===== config.mk =====
export PLATFORM = sky130hd
export DESIGN_NAME = z80_alu_flag_unit
export DESIGN_NICKNAME = d
export VERILOG_FILES = /design/src/rtl/z80alu_pkg.sv /design/src/rtl/z80_alu_flag_unit.sv /design/src/rtl/z80alu_daa.sv /design/src/rtl/z80alu_calc.sv
export VERILOG_INCLUDE_DIRS = /design/src /design/src/rtl
export SDC_FILE = /design/constraint.sdc
export NUM_CORES = 1
export LEC_CHECK = 0
export BUFFER_PORTS_ARGS = -buffer_cell sky130_fd_sc_hd__buf_2
export CAP_MARGIN = 25
export CORE_UTILIZATION = 35
export CTS_BUF_LIST = sky130_fd_sc_hd__clkbuf_8
export DETAILED_ROUTE_END_ITERATION = 6
export GPL_TIMING_DRIVEN = 0
export PLACE_DENSITY = 0.63
export SLEW_MARGIN = 0
export SYNTH_ARGS = -nofsm -noshare
export SYNTH_HDL_FRONTEND = slang
export SYNTH_SLANG_ARGS = --single-unit

===== constraint.sdc =====
create_clock -name i_clk -period 4.8 [get_ports i_clk]
set_input_delay 0.48 -clock i_clk [delete_from_list [all_inputs] [get_ports i_clk]]
set_output_delay 0.48 -clock i_clk [all_outputs]
set_load 0.005 [all_outputs]

===== src/rtl/z80_alu_flag_unit_assert.svh =====
// Assertion macros for the Z80 ALU flag unit.
`ifndef Z80_ALU_FLAG_UNIT_ASSERT_SVH
`define Z80_ALU_FLAG_UNIT_ASSERT_SVH

// Checked only while out of reset.
`define Z80ALU_ASSERT(lbl, clk, rst_n, prop, msg) \
    lbl: assert property (@(posedge clk) disable iff (!rst_n) prop) else $error(msg);

// Checked at every edge, reset included.
`define Z80ALU_ASSERT_ALWAYS(lbl, clk, prop, msg) \
    lbl: assert property (@(posedge clk) prop) else $error(msg);

`endif


===== src/rtl/z80alu_pkg.sv =====
// Package: operation codes, word types and helpers for the Z80 ALU flag unit.
package z80alu_pkg;

    typedef enum logic [3:0] {
        CMD_ADC  = 4'd0,
        CMD_SBC  = 4'd1,
        CMD_INC  = 4'd2,
        CMD_DEC  = 4'd3,
        CMD_AND  = 4'd4,
        CMD_OR   = 4'd5,
        CMD_XOR  = 4'd6,
        CMD_RLC  = 4'd7,
        CMD_RRC  = 4'd8,
        CMD_RL   = 4'd9,
        CMD_RR   = 4'd10,
        CMD_SLA  = 4'd11,
        CMD_SRA  = 4'd12,
        CMD_DAA  = 4'd13,
        CMD_SRL  = 4'd14,
        CMD_PASS = 4'd15
    } t_cmd;

    typedef struct packed {
        logic [3:0] cmd;
        logic [7:0] operand_a;
        logic [7:0] operand_b;
        logic       carry_in;
        logic       half_in;
        logic       subtract_in;
    } t_alu_in;

    typedef struct packed {
        logic [7:0] result;
        logic       sign_flag;
        logic       zero_flag;
        logic       half_flag;
        logic       parity_overflow_flag;
        logic       subtract_flag;
        logic       carry_flag;
    } t_alu_out;

    // DAA correction bytes
    localparam logic [7:0] DAA_NONE   = 8'h00;
    localparam logic [7:0] DAA_LO     = 8'h06;
    localparam logic [7:0] DAA_HI     = 8'h60;
    localparam logic [7:0] DAA_BOTH   = 8'h66;
    localparam logic [7:0] DAA_SUB_H  = 8'hfa;
    localparam logic [7:0] DAA_SUB_C  = 8'ha0;
    localparam logic [7:0] DAA_SUB_CH = 8'h9a;

    localparam logic [7:0] INC_OVF = 8'h7f;
    localparam logic [7:0] DEC_OVF = 8'h80;

    function automatic logic even_parity(input logic [7:0] v);
        return ~(^v);
    endfunction

endpackage


===== src/rtl/z80_alu_flag_unit.sv =====
// Top level of the Z80 ALU flag unit: input register, ALU logic, result register.
//
// Usage:
//   Command channel: drive i_word and raise start; the word is taken at the
//   clock edge where start is high and busy is low. busy is always low, so a
//   new word can be issued every cycle.
//   Result channel: o_word is valid for exactly one cycle while o_strobe is
//   high. The receiver has no way to hold it off and must take it then.
// Path: an accepted word passes the input register, then the result register;
//   o_strobe is high while it sits in the result register.
// Throughput: one word per cycle; the ALU logic between the two registers
//   is combinational: an 8-bit add, subtract, logic op, shift or DAA fix plus flag selection.
// Reset: synchronous, active low; clears both valid stages, so no strobe
//   appears for words in flight when reset was asserted.
// The unit keeps no flag state; incoming C, H and N arrive with each word.
`include "z80_alu_flag_unit_assert.svh"

module z80_alu_flag_unit
    import z80alu_pkg::*;
(
    input  logic     i_clk,
    input  logic     i_rst_n,
    input  logic     start,
    output logic     busy,
    input  t_alu_in  i_word,
    output logic     o_strobe,
    output t_alu_out o_word
);

    logic     r_in_vld;
    t_alu_in  r_in;
    logic     r_out_vld;
    t_alu_out r_out;
    t_alu_out n_out;
    logic     accept;

    assign busy   = 1'b0;
    assign accept = start && !busy;

    always_ff @(posedge i_clk) begin
        if (!i_rst_n) begin
            r_in_vld  <= 1'b0;
            r_out_vld <= 1'b0;
        end else begin
            r_in_vld  <= accept;
            r_out_vld <= r_in_vld;
        end
    end

    always_ff @(posedge i_clk) begin
        if (accept) begin
            r_in <= i_word;
        end
        if (r_in_vld) begin
            r_out <= n_out;
        end
    end

    z80alu_calc u_calc (
        .i_word (r_in),
        .o_word (n_out)
    );

    assign o_strobe = r_out_vld;
    assign o_word   = r_out;

    `Z80ALU_ASSERT(a_latency, i_clk, i_rst_n, accept |=> ##1 o_strobe, "accepted word lost")
    `Z80ALU_ASSERT(a_no_spurious, i_clk, i_rst_n, o_strobe |-> $past(accept, 2), "strobe without word")
    `Z80ALU_ASSERT(a_zero, i_clk, i_rst_n, o_strobe |-> (o_word.zero_flag == (o_word.result == 8'd0)), "Z flag mismatch")
    `Z80ALU_ASSERT_ALWAYS(a_rst_quiet, i_clk, !i_rst_n |=> !r_in_vld && !o_strobe, "valid after reset")

endmodule


===== src/rtl/z80alu_daa.sv =====
// DAA correction selection from C, H, N and the accumulator nibbles.
module z80alu_daa
    import z80alu_pkg::*;
(
    input  logic [7:0] i_acc,
    input  logic       i_c,
    input  logic       i_h,
    input  logic       i_n,
    output logic [7:0] o_corr,
    output logic       o_cout
);

    logic lo_ok;
    logic hi_lt10;
    logic hi_lt9;

    assign lo_ok   = (i_acc[3:0] < 4'd10);
    assign hi_lt10 = (i_acc[7:4] < 4'd10);
    assign hi_lt9  = (i_acc[7:4] < 4'd9);

    always_comb begin
        o_corr = DAA_NONE;
        o_cout = 1'b0;
        priority if (i_n) begin
            o_cout = i_c;
            unique case ({i_c, i_h})
                2'b00:   o_corr = DAA_NONE;
                2'b01:   o_corr = DAA_SUB_H;
                2'b10:   o_corr = DAA_SUB_C;
                default: o_corr = DAA_SUB_CH;
            endcase
        end else if (i_c) begin
            o_cout = 1'b1;
            o_corr = (i_h || !lo_ok) ? DAA_BOTH : DAA_HI;
        end else if (i_h) begin
            o_cout = !hi_lt10;
            o_corr = hi_lt10 ? DAA_LO : DAA_BOTH;
        end else if (lo_ok) begin
            o_cout = !hi_lt10;
            o_corr = hi_lt10 ? DAA_NONE : DAA_HI;
        end else begin
            o_cout = !hi_lt9;
            o_corr = hi_lt9 ? DAA_LO : DAA_BOTH;
        end
    end

endmodule


===== src/rtl/z80alu_calc.sv =====
// Result byte and flag logic for one ALU word.
module z80alu_calc
    import z80alu_pkg::*;
(
    input  t_alu_in  i_word,
    output t_alu_out o_word
);

    t_cmd       cmd;
    logic [7:0] a;
    logic [7:0] b;
    logic       ci;
    logic [8:0] add_sum;
    logic [4:0] add_nib;
    logic [8:0] sub_dif;
    logic [4:0] sub_nib;
    logic [7:0] daa_corr;
    logic       daa_cout;
    logic [7:0] r;
    logic       h;
    logic       n;
    logic       c;
    logic       pv;
    logic       use_par;

    assign cmd = t_cmd'(i_word.cmd);
    assign a   = i_word.operand_a;
    assign b   = i_word.operand_b;
    assign ci  = i_word.carry_in;

    assign add_sum = {1'b0, a} + {1'b0, b} + {8'd0, ci};
    assign add_nib = {1'b0, a[3:0]} + {1'b0, b[3:0]} + {4'd0, ci};
    // bit 8 / bit 4 of the wrapped difference is the borrow
    assign sub_dif = {1'b0, a} - {1'b0, b} - {8'd0, ci};
    assign sub_nib = {1'b0, a[3:0]} - {1'b0, b[3:0]} - {4'd0, ci};

    z80alu_daa u_daa (
        .i_acc  (a),
        .i_c    (ci),
        .i_h    (i_word.half_in),
        .i_n    (i_word.subtract_in),
        .o_corr (daa_corr),
        .o_cout (daa_cout)
    );

    always_comb begin
        r       = a;
        h       = 1'b0;
        n       = 1'b0;
        c       = ci;
        pv      = 1'b0;
        use_par = 1'b1;
        unique case (cmd)
            CMD_ADC: begin
                r       = add_sum[7:0];
                h       = add_nib[4];
                pv      = ~(a[7] ^ b[7]) & (a[7] ^ add_sum[7]);
                c       = add_sum[8];
                use_par = 1'b0;
            end
            CMD_SBC: begin
                r       = sub_dif[7:0];
                h       = sub_nib[4];
                pv      = (a[7] ^ b[7]) & (a[7] ^ sub_dif[7]);
                c       = sub_dif[8];
                n       = 1'b1;
                use_par = 1'b0;
            end
            CMD_INC: begin
                r       = a + 8'd1;
                h       = (a[3:0] == 4'hf);
                pv      = (a == INC_OVF);
                use_par = 1'b0;
            end
            CMD_DEC: begin
                r       = a - 8'd1;
                h       = (a[3:0] == 4'h0);
                pv      = (a == DEC_OVF);
                n       = 1'b1;
                use_par = 1'b0;
            end
            CMD_AND: begin
                r = a & b;
                h = 1'b1;
                c = 1'b0;
            end
            CMD_OR: begin
                r = a | b;
                c = 1'b0;
            end
            CMD_XOR: begin
                r = a ^ b;
                c = 1'b0;
            end
            CMD_RLC: begin
                r = {a[6:0], a[7]};
                c = a[7];
            end
            CMD_RRC: begin
                r = {a[0], a[7:1]};
                c = a[0];
            end
            CMD_RL: begin
                r = {a[6:0], ci};
                c = a[7];
            end
            CMD_RR: begin
                r = {ci, a[7:1]};
                c = a[0];
            end
            CMD_SLA: begin
                r = {a[6:0], 1'b0};
                c = a[7];
            end
            CMD_SRA: begin
                r = {a[7], a[7:1]};
                c = a[0];
            end
            CMD_DAA: begin
                r = a + daa_corr;
                c = daa_cout;
                n = i_word.subtract_in;
            end
            CMD_SRL: begin
                r = {1'b0, a[7:1]};
                c = a[0];
            end
            CMD_PASS: begin
                r = a;
            end
            default: begin
                r = a;
            end
        endcase
        if (use_par) begin
            pv = even_parity(r);
        end
    end

    assign o_word.result               = r;
    assign o_word.sign_flag            = r[7];
    assign o_word.zero_flag            = (r == 8'd0);
    assign o_word.half_flag            = h;
    assign o_word.parity_overflow_flag = pv;
    assign o_word.subtract_flag        = n;
    assign o_word.carry_flag           = c;

endmodule


* After elaboration in Yosys (flattened, before gate mapping)
Index checks and enable logic that the tools add are counted.
Operators by class: add/sub/neg operators 11, $lt $le $gt $ge 3, equality and inequality tests 20, mux-type cells 19, bitwise gates (word level) 10, reduce and logical (&&, ||, !) cells 14
Operators with widths (count):
- case mux 8 bit (16 select lines) | 1
- 2-to-1 mux 7 bit | 6
- == test 4 bit (second input constant) | 9
- case mux 8 bit (3 select lines) | 1
- == test 4 x 3 -> 1 bit (second input constant) | 4
- less-than comparator 4 bit (second input constant) | 3
- adder 8 x 8 -> 9 bit | 1
- adder 9 x 1 -> 9 bit | 1
- subtractor 8 x 8 -> 9 bit | 1
- subtractor 9 x 1 -> 9 bit | 1
- adder 8 x 1 -> 8 bit (second input constant) | 1
- adder 8 bit | 1
- AND 8 bit | 1
- == test 4 x 2 -> 1 bit (second input constant) | 2
- == test 8 x 7 -> 1 bit (second input constant) | 1
- == test 8 bit (second input constant) | 1
- zero test 4 bit | 2
- zero test 8 bit | 1
- 2-to-1 mux 8 bit | 1
- bitwise OR 8 bit | 1
- OR reduction 4 bit | 2
- parity 8 bit | 1
- subtractor 8 x 1 -> 8 bit (second input constant) | 1
- bitwise XOR 8 bit | 1
- other kinds (21) | 32
Word-level totals: bits in registers 39, output and inout port bits 16, word-level logic and storage cells 92

* Depth between registers and ports, before layout
Gate-level depths: netlist (run 1).
depth in word-level cells 11, gate-level depth with buffers 19, depth with buffers taken out 17

* By module
From an unflattened synthesis (run 1), not the netlist that was laid out.
Second synthesis, totals: cells, all modules 418, area total of the unflattened synthesis 3773.6 um^2
Modules (own cells, without submodules):
- z80alu_calc | times used 1, cells an instance 349, area each 2433.6 um^2
- z80_alu_flag_unit | times used 1, cells an instance 43, area each 1174.9 um^2
- z80alu_daa | times used 1, cells an instance 26, area each 165.2 um^2

* Worst setup path before layout (run 1)
No wires, ideal clock.
kind reg-to-reg, start point register r_in[20] in the netlist's numbering, end point register r_out, in the netlist o_word[2] (data pin), arrival 3.649 ns, setup slack 0.890 ns, stages on the path, launching flop included 19, path buffers 2, period minus slack after synthesis 3.910 ns, path through edfxtp_1 buf_2 buf_2 and2_1 nand2_1 o21ai_0 nand2b_1 fa_1 a21o_1 a21oi_1 o21ai_0 xor2_1 nand2_1 a32o_1 ha_1 xnor2_1 xnor2_1 o22ai_1 a311o_1
RTL lines:
- from (decl) | RTL line z80_alu_flag_unit.sv:31 | t_alu_in r_in;
- from (signal assigned) | RTL line z80_alu_flag_unit.sv:52 | r_in <= i_word;
- to (signal assigned) | RTL line z80_alu_flag_unit.sv:55 | r_out <= n_out;
- to (decl) | RTL line z80_alu_flag_unit.sv:33 | t_alu_out r_out;

==> metrics.txt, run 1 <==
# diodes 0; DR vias 3342; Starting Density 35.89%; setup TNS 0 ns; first-pass GRT wire length 17.19 mm; Final nets 527; via/cell ratio 5.674; Area contributors post-synth edfxtp_1 (29%), ha_1 (15%), o21ai_0 (3.4%), xnor2_1 (3.3%), inv_1 (3.3%); syn_nets 479; RSZ-0062 raised after global routing false; top-area cell type share of the netlist area 29.31%; DR iter-0 viols 316; total wire length 11.12 mm; most frequent cells in the layout buf_2 (47), ha_1 (44), edfxtp_1 (36), inv_1 (32), nand2_1 (31); Worst-Margin Slew 0.8913 ns; H-Tree Depth 2; Syn Inst Count 404; GR Overflow Total 0; Placement Cell Area 4059 um^2; post-route cell area 4199 um^2; fraction of layout cells with a size suffix above 1 15.45%; Final setup violation count 0; clock root buffer clkbuf_8; Max stage delay on crit path 0.45 ns; hold path depth 1; r2r worst-path depth 18; die width 104.7 um; Synth Area in Compound Gates 21.47%; register area share after synthesis 30.39%; detailed placement HPWL 8.658 mm; detailed-router iteration count before antenna repair 5; initial antenna violation count 0; critical path launch point type flip-flop; top_reg_cell synth edfxtp_1; RD Place Congestion 0.9326; core area 10280 um^2; skew final 0.006926 ns; TritonCTS Sinks 38; Setup Slack @ Placement 0.2870 ns; Mean Syn Cell Area 9.130 um^2; adder-cell share of the synthesized area 17.64%; post-synthesis mux area share 1.934%; Critical Path RT 4.86 ns; Max Cap Viol 0; xor/xnor share of the synthesized area 4.749%; drt wl/cell 18.88 um; Pleak 1.750 nW; Hold Vio Cnt, Final 0; flop2flop setup slack 0.36 ns; asr flop ratio synth 0%; post-route ant nets 0; largest net degree at the start of global routing 25; number of global-route vias before repair 3175; Clock Latency Late Sink 0.30 ns; CTS tree done; CP arrival 4.49 ns; Slew HR 40.12%; commonest non-fill, non-tap cell in the layout buf_2; Post-synth EDFFs 36; # hold bufs at CTS 0; Port Buffers 40; Chip Height 104.7 um; Power Density 316.1 nW/um^2; total track usage 20.53%; clock buffer depth 2; post-synthesis simple-gate area fraction 17.33%; clock transition at the registers of the reported paths 0.08 ns; CTS Buf Count 5; IO Pins 42; post-synth design cell area 3689 um^2; full die area 10950 um^2; main combinational cell family by area after synthesis compound AO/OA/AOI/OAI gates; status finished, final reports clean; DRC Markers 0; minimum clock period 4.439 ns; worst path cell trace buf_2 -> buf_2 -> and2_1 -> nand2_1 -> o21ai_0 -> nand2b_1 -> fa_1 -> a21o_1 -> a21oi_1 -> o21ai_0 -> xor2_1 -> nand2_1 -> a32o_1 -> ha_1 -> xnor2_1 -> xnor2_1 -> o22ai_1 -> a311o_1; Final Max Tran Viols 0; Peak supply drop 0.1217 mV; Yosys Warn Count 0; largest area contributor in the netlist edfxtp_1; register bit total from synthesis 38; Final period util 92.47%; PnR worst setup slack 0.3612 ns; Layout Area Growth over Synthesis 13.84%; WS Path Type flip-flop to flip-flop; Critical Path Fanout Max 10; Hold Crit Class primary input to flip-flop; number of cell rows 37; Slowest-stage cell, CP fa_1; CP Capture Type flip-flop; Unique masters post-synth 68; Peak Freq 225.3 MHz
## flip-flops by register name (all words and copies together) (netlist names)
signal / flops
o_word: 13
r_in: 23
r_in_vld: 1
o_strobe: 1
## final timing paths
path	startpoint	endpoint
worst max-delay path	r_in[20]	o_word[2]
worst min-delay path	i_word[18]	r_in[18]
worst max register to register	r_in[20]	o_word[2]
worst min register to register	r_in_vld	o_word[3]
## worst max-delay path, delay by kind of cell (launching register included)
family,cells,cell delay (ns)
buffers and inverters,2,0.46
and+or+nand+nor,4,0.69
xor gates and xnor gates,3,0.49
adders and majority gates,2,0.73
DFF,1,0.43
AOI/OAI and AO/OA,7,1.39
## repair_timing
item,4_1_cts,5_1_grt
buffers inserted,0,1
resized for setup,0,0
endpoints found under the setup margin,0,1
## where the power goes
part,total (mW),leakage [nW],switching (mW),internal (mW)
clock network,0.331,0.0658,0.125,0.206
registers,0.437,0.359,0.0320,0.405
logic,0.559,1.33,0.323,0.237
total,1.33,1.75,0.480,0.848
## synth_stat cells (all sizes together) (7+ instances only)
cell type / count
nand3: 16
and2: 8
a211oi: 8
xnor2: 14
a21oi: 23
a21o: 7
o21ai: 26
inv: 32
edfxtp: 36
nor3: 13
nor2b: 7
buf: 14
ha: 44
nand2: 31
nor2: 19
## final cells by class
type	count	area [um^2]
Clock inverter	3	63.81
Buffer	20	115.1
Multi-Input combinational cell	314	2332
Inverter	32	120.1
Clock buffer	5	68.82
Sequential cell	38	1121
Fill cell	1046	6078
Timing Repair Buffer	41	207.7
Tap cell	136	170.2
## stage by stage
step                      power (mW)  hold WS, ns  utilization (%)  std cells
after floorplan               0.8277       0.5789                -        404
after global placement        0.9889       0.6561            39.49        580
after detailed placement      0.9914       0.6581            39.49        580
after CTS                      1.325       0.3414            40.78        588
after global routing           1.397       0.3360            40.86        589
final                          1.327       0.3469            40.86        589
## cell families after synthesis
group,count (synthesis)
AO/OA/AOI/OAI,115
flip-flops,38
other,1
buffers and inverters,52
adder cells (fa/ha/maj),49
AND/OR/NAND/NOR,122
XOR/XNOR,20
multiplexers,7
## layer usage
layer | wire (um) | vias to the layer above | global-route usage, %
li1 | - | 1591 | -
met1 | 4945 | 1572 | 26.35
met2 | 5004 | 140 | 33.54
met3 | 759 | 39 | 4.242
met4 | 409 | 0 | 8.350
met5 | 0 | - | 0
Power figures use the tool's default switching activity.
==> run 2, diff against run 1 <==
--- a/config.mk
+++ b/config.mk
@@ -8,6 +8,7 @@
 export LEC_CHECK = 0
 export BUFFER_PORTS_ARGS = -buffer_cell sky130_fd_sc_hd__buf_2
 export CAP_MARGIN = 25
+export CORE_MARGIN = 1.5
 export CORE_UTILIZATION = 35
 export CTS_BUF_LIST = sky130_fd_sc_hd__clkbuf_8
 export DETAILED_ROUTE_END_ITERATION = 6
==> metrics.txt, run 2 (synthesized netlist as in run 1, its figures left out) <==
Layout Area Growth over Synthesis 12.55%; CP Capture Type flip-flop; Final nets 527 (unchanged); commonest non-fill, non-tap cell in the layout buf_2; total track usage 20.11% (-0.42 points); r2r worst-path depth 18 (unchanged); setup TNS 0 ns (unchanged); Hold Crit Class primary input to flip-flop; post-route ant nets 0 (unchanged); RD Place Congestion 0.9556 (+2.5%); Critical Path RT 4.85 ns (about the same); Peak Freq 223.3 MHz (-0.89%); core area 10280 um^2 (unchanged); die width 105.7 um (+0.96%); Chip Height 105.7 um (+0.96%); Critical Path Fanout Max 10 (unchanged); Max Cap Viol 0 (unchanged); skew final 0.01091 ns (+0.003980 ns); status finished, final reports clean; GR Overflow Total 0 (unchanged); WS Path Type flip-flop to flip-flop; full die area 11160 um^2 (+1.9%); Clock Latency Late Sink 0.30 ns (about the same); cell family with most CP delay compound AO/OA/AOI/OAI gates; Crit path depth 18 (unchanged); crit path from r_in[20]; minimum clock period 4.479 ns (+0.04000 ns); Starting Density 35.89% (unchanged); DRC Markers 0 (unchanged); clock root buffer clkbuf_8; fin cells 589 (unchanged); number of global-route vias before repair 3198 (+0.72%); drt wl/cell 18.89 um (about the same); number of cell rows 37 (unchanged); clock transition at the registers of the reported paths 0.08 ns (about the same); Worst-Margin Slew 0.8032 ns (-0.08810 ns); # diodes 0 (unchanged); first-pass GRT wire length 17.37 mm (+1.0%); critical path launch point type flip-flop; DR iter-0 viols 254 (-20%); Slowest-stage cell, CP fa_1; IO Pins 42 (unchanged); Final setup violation count 0 (unchanged); Final Max Tran Viols 0 (unchanged); flop2flop setup slack 0.32 ns (-0.04 ns); via/cell ratio 5.766 (+1.6%); Critical path buffers and inverters 2 (unchanged); H-Tree Depth 2 (unchanged); Largest register FFs 23 (unchanged); worst r2r src r_in[20]; Pleak 1.726 nW (-1.4%); detailed-router iteration count before antenna repair 5 (unchanged); CTS tree done; clock buffer depth 2 (unchanged); placed cells 580 (unchanged); met1 Usage GRT 25.92% (-0.43 points); largest net degree at the start of global routing 25 (unchanged); Hold Vio Cnt, Final 0 (unchanged); Largest Register r_in; DR vias 3396 (+1.6%); Final period util 93.31% (+0.83 points); RSZ-0062 raised after global routing false; met3 GRT Util 3.340% (-0.90 points); crit path capture o_word[2]; detailed placement HPWL 8.676 mm (+0.21%); CTS Buf Count 5 (unchanged); Power Density 294.6 nW/um^2 (-6.8%); Peak supply drop 0.1253 mV (+2.9%); most crowded layer after global routing met2; CP arrival 4.52 ns (+0.03 ns); Port Buffers 40 (unchanged); most frequent cells in the layout buf_2 (47), ha_1 (44), edfxtp_1 (36), inv_1 (32), nand2_1 (31); Critical R2R Capture o_word[2]; TritonCTS Sinks 38 (unchanged); worst path cell trace buf_2 -> buf_2 -> and2_1 -> nand2_1 -> o21ai_0 -> nand2b_1 -> fa_1 -> a21o_1 -> a21oi_1 -> o21ai_0 -> xor2_1 -> nand2_1 -> a32o_1 -> ha_1 -> xnor2_1 -> xnor2_1 -> o22ai_1 -> a311o_1; met2 usage 33.40% (-0.14 points); Slew HR 46.04% (+5.9 points); Max stage delay on crit path 0.45 ns (about the same); # resized after CTS 0 (unchanged); initial antenna violation count 0 (unchanged); total wire length 11.13 mm (about the same); fraction of layout cells with a size suffix above 1 15.45% (unchanged)
## run 2: layout make-up
class                   instances  area (um^2)
clock buffers                   5        68.82
repair buffers                 41        207.7
plain buffers                  20        115.1
clock inverters                 3        16.27
multi-input cells             314         2332
well taps                     136        170.2
inverters                      32        120.1
flip-flops and latches         38         1121
fillers                      1063         6126
## run 2: repair_timing
action                     4_1_cts  5_1_grt
hold buffers                     0        0
setup buffers                    0        1
setup endpoints to repair        0        1
## run 2: worst min path at each step
stage / startpoint / end / slack [ns] / cells after the start
floorplan: i_word[0] / r_in[0] / 0.58 / 0
global placement: i_word[5] / r_in[5] / 0.66 / 1
detailed placement: i_word[3] / r_in[3] / 0.66 / 1
CTS: i_word[3] / r_in[3] / 0.34 / 1
global route: i_word[19] / r_in[19] / 0.34 / 1
finish: i_word[5] / r_in[5] / 0.35 / 1
## run 2: report_power, final
group	switching, mW	internal (mW)	total [mW]
logic	0.325	0.236	0.562
registers	0.0315	0.405	0.437
clock network	0.125	0.0997	0.225
## run 2: stage by stage
stage	instance area (um^2)	utilization, %	power (mW)	hold WS, ns	setup WS (ns)
after global placement	4059	39.49	0.9887	0.6564	0.2311
after CTS	4144	40.32	1.221	0.3409	0.2102
after global routing	4151	40.39	1.293	0.3426	0.04673
after floorplan	3689	-	0.8277	0.5789	0.8898
final	4151	40.39	1.223	0.3470	0.3212
after detailed placement	4059	39.49	0.9903	0.6581	0.2584
## run 2: routing by layer
metal,part of all wire (%),vias up
met5,0,-
met4,3.8,0
met3,7.3,39
met2,46,166
met1,43,1599
li1,-,1592
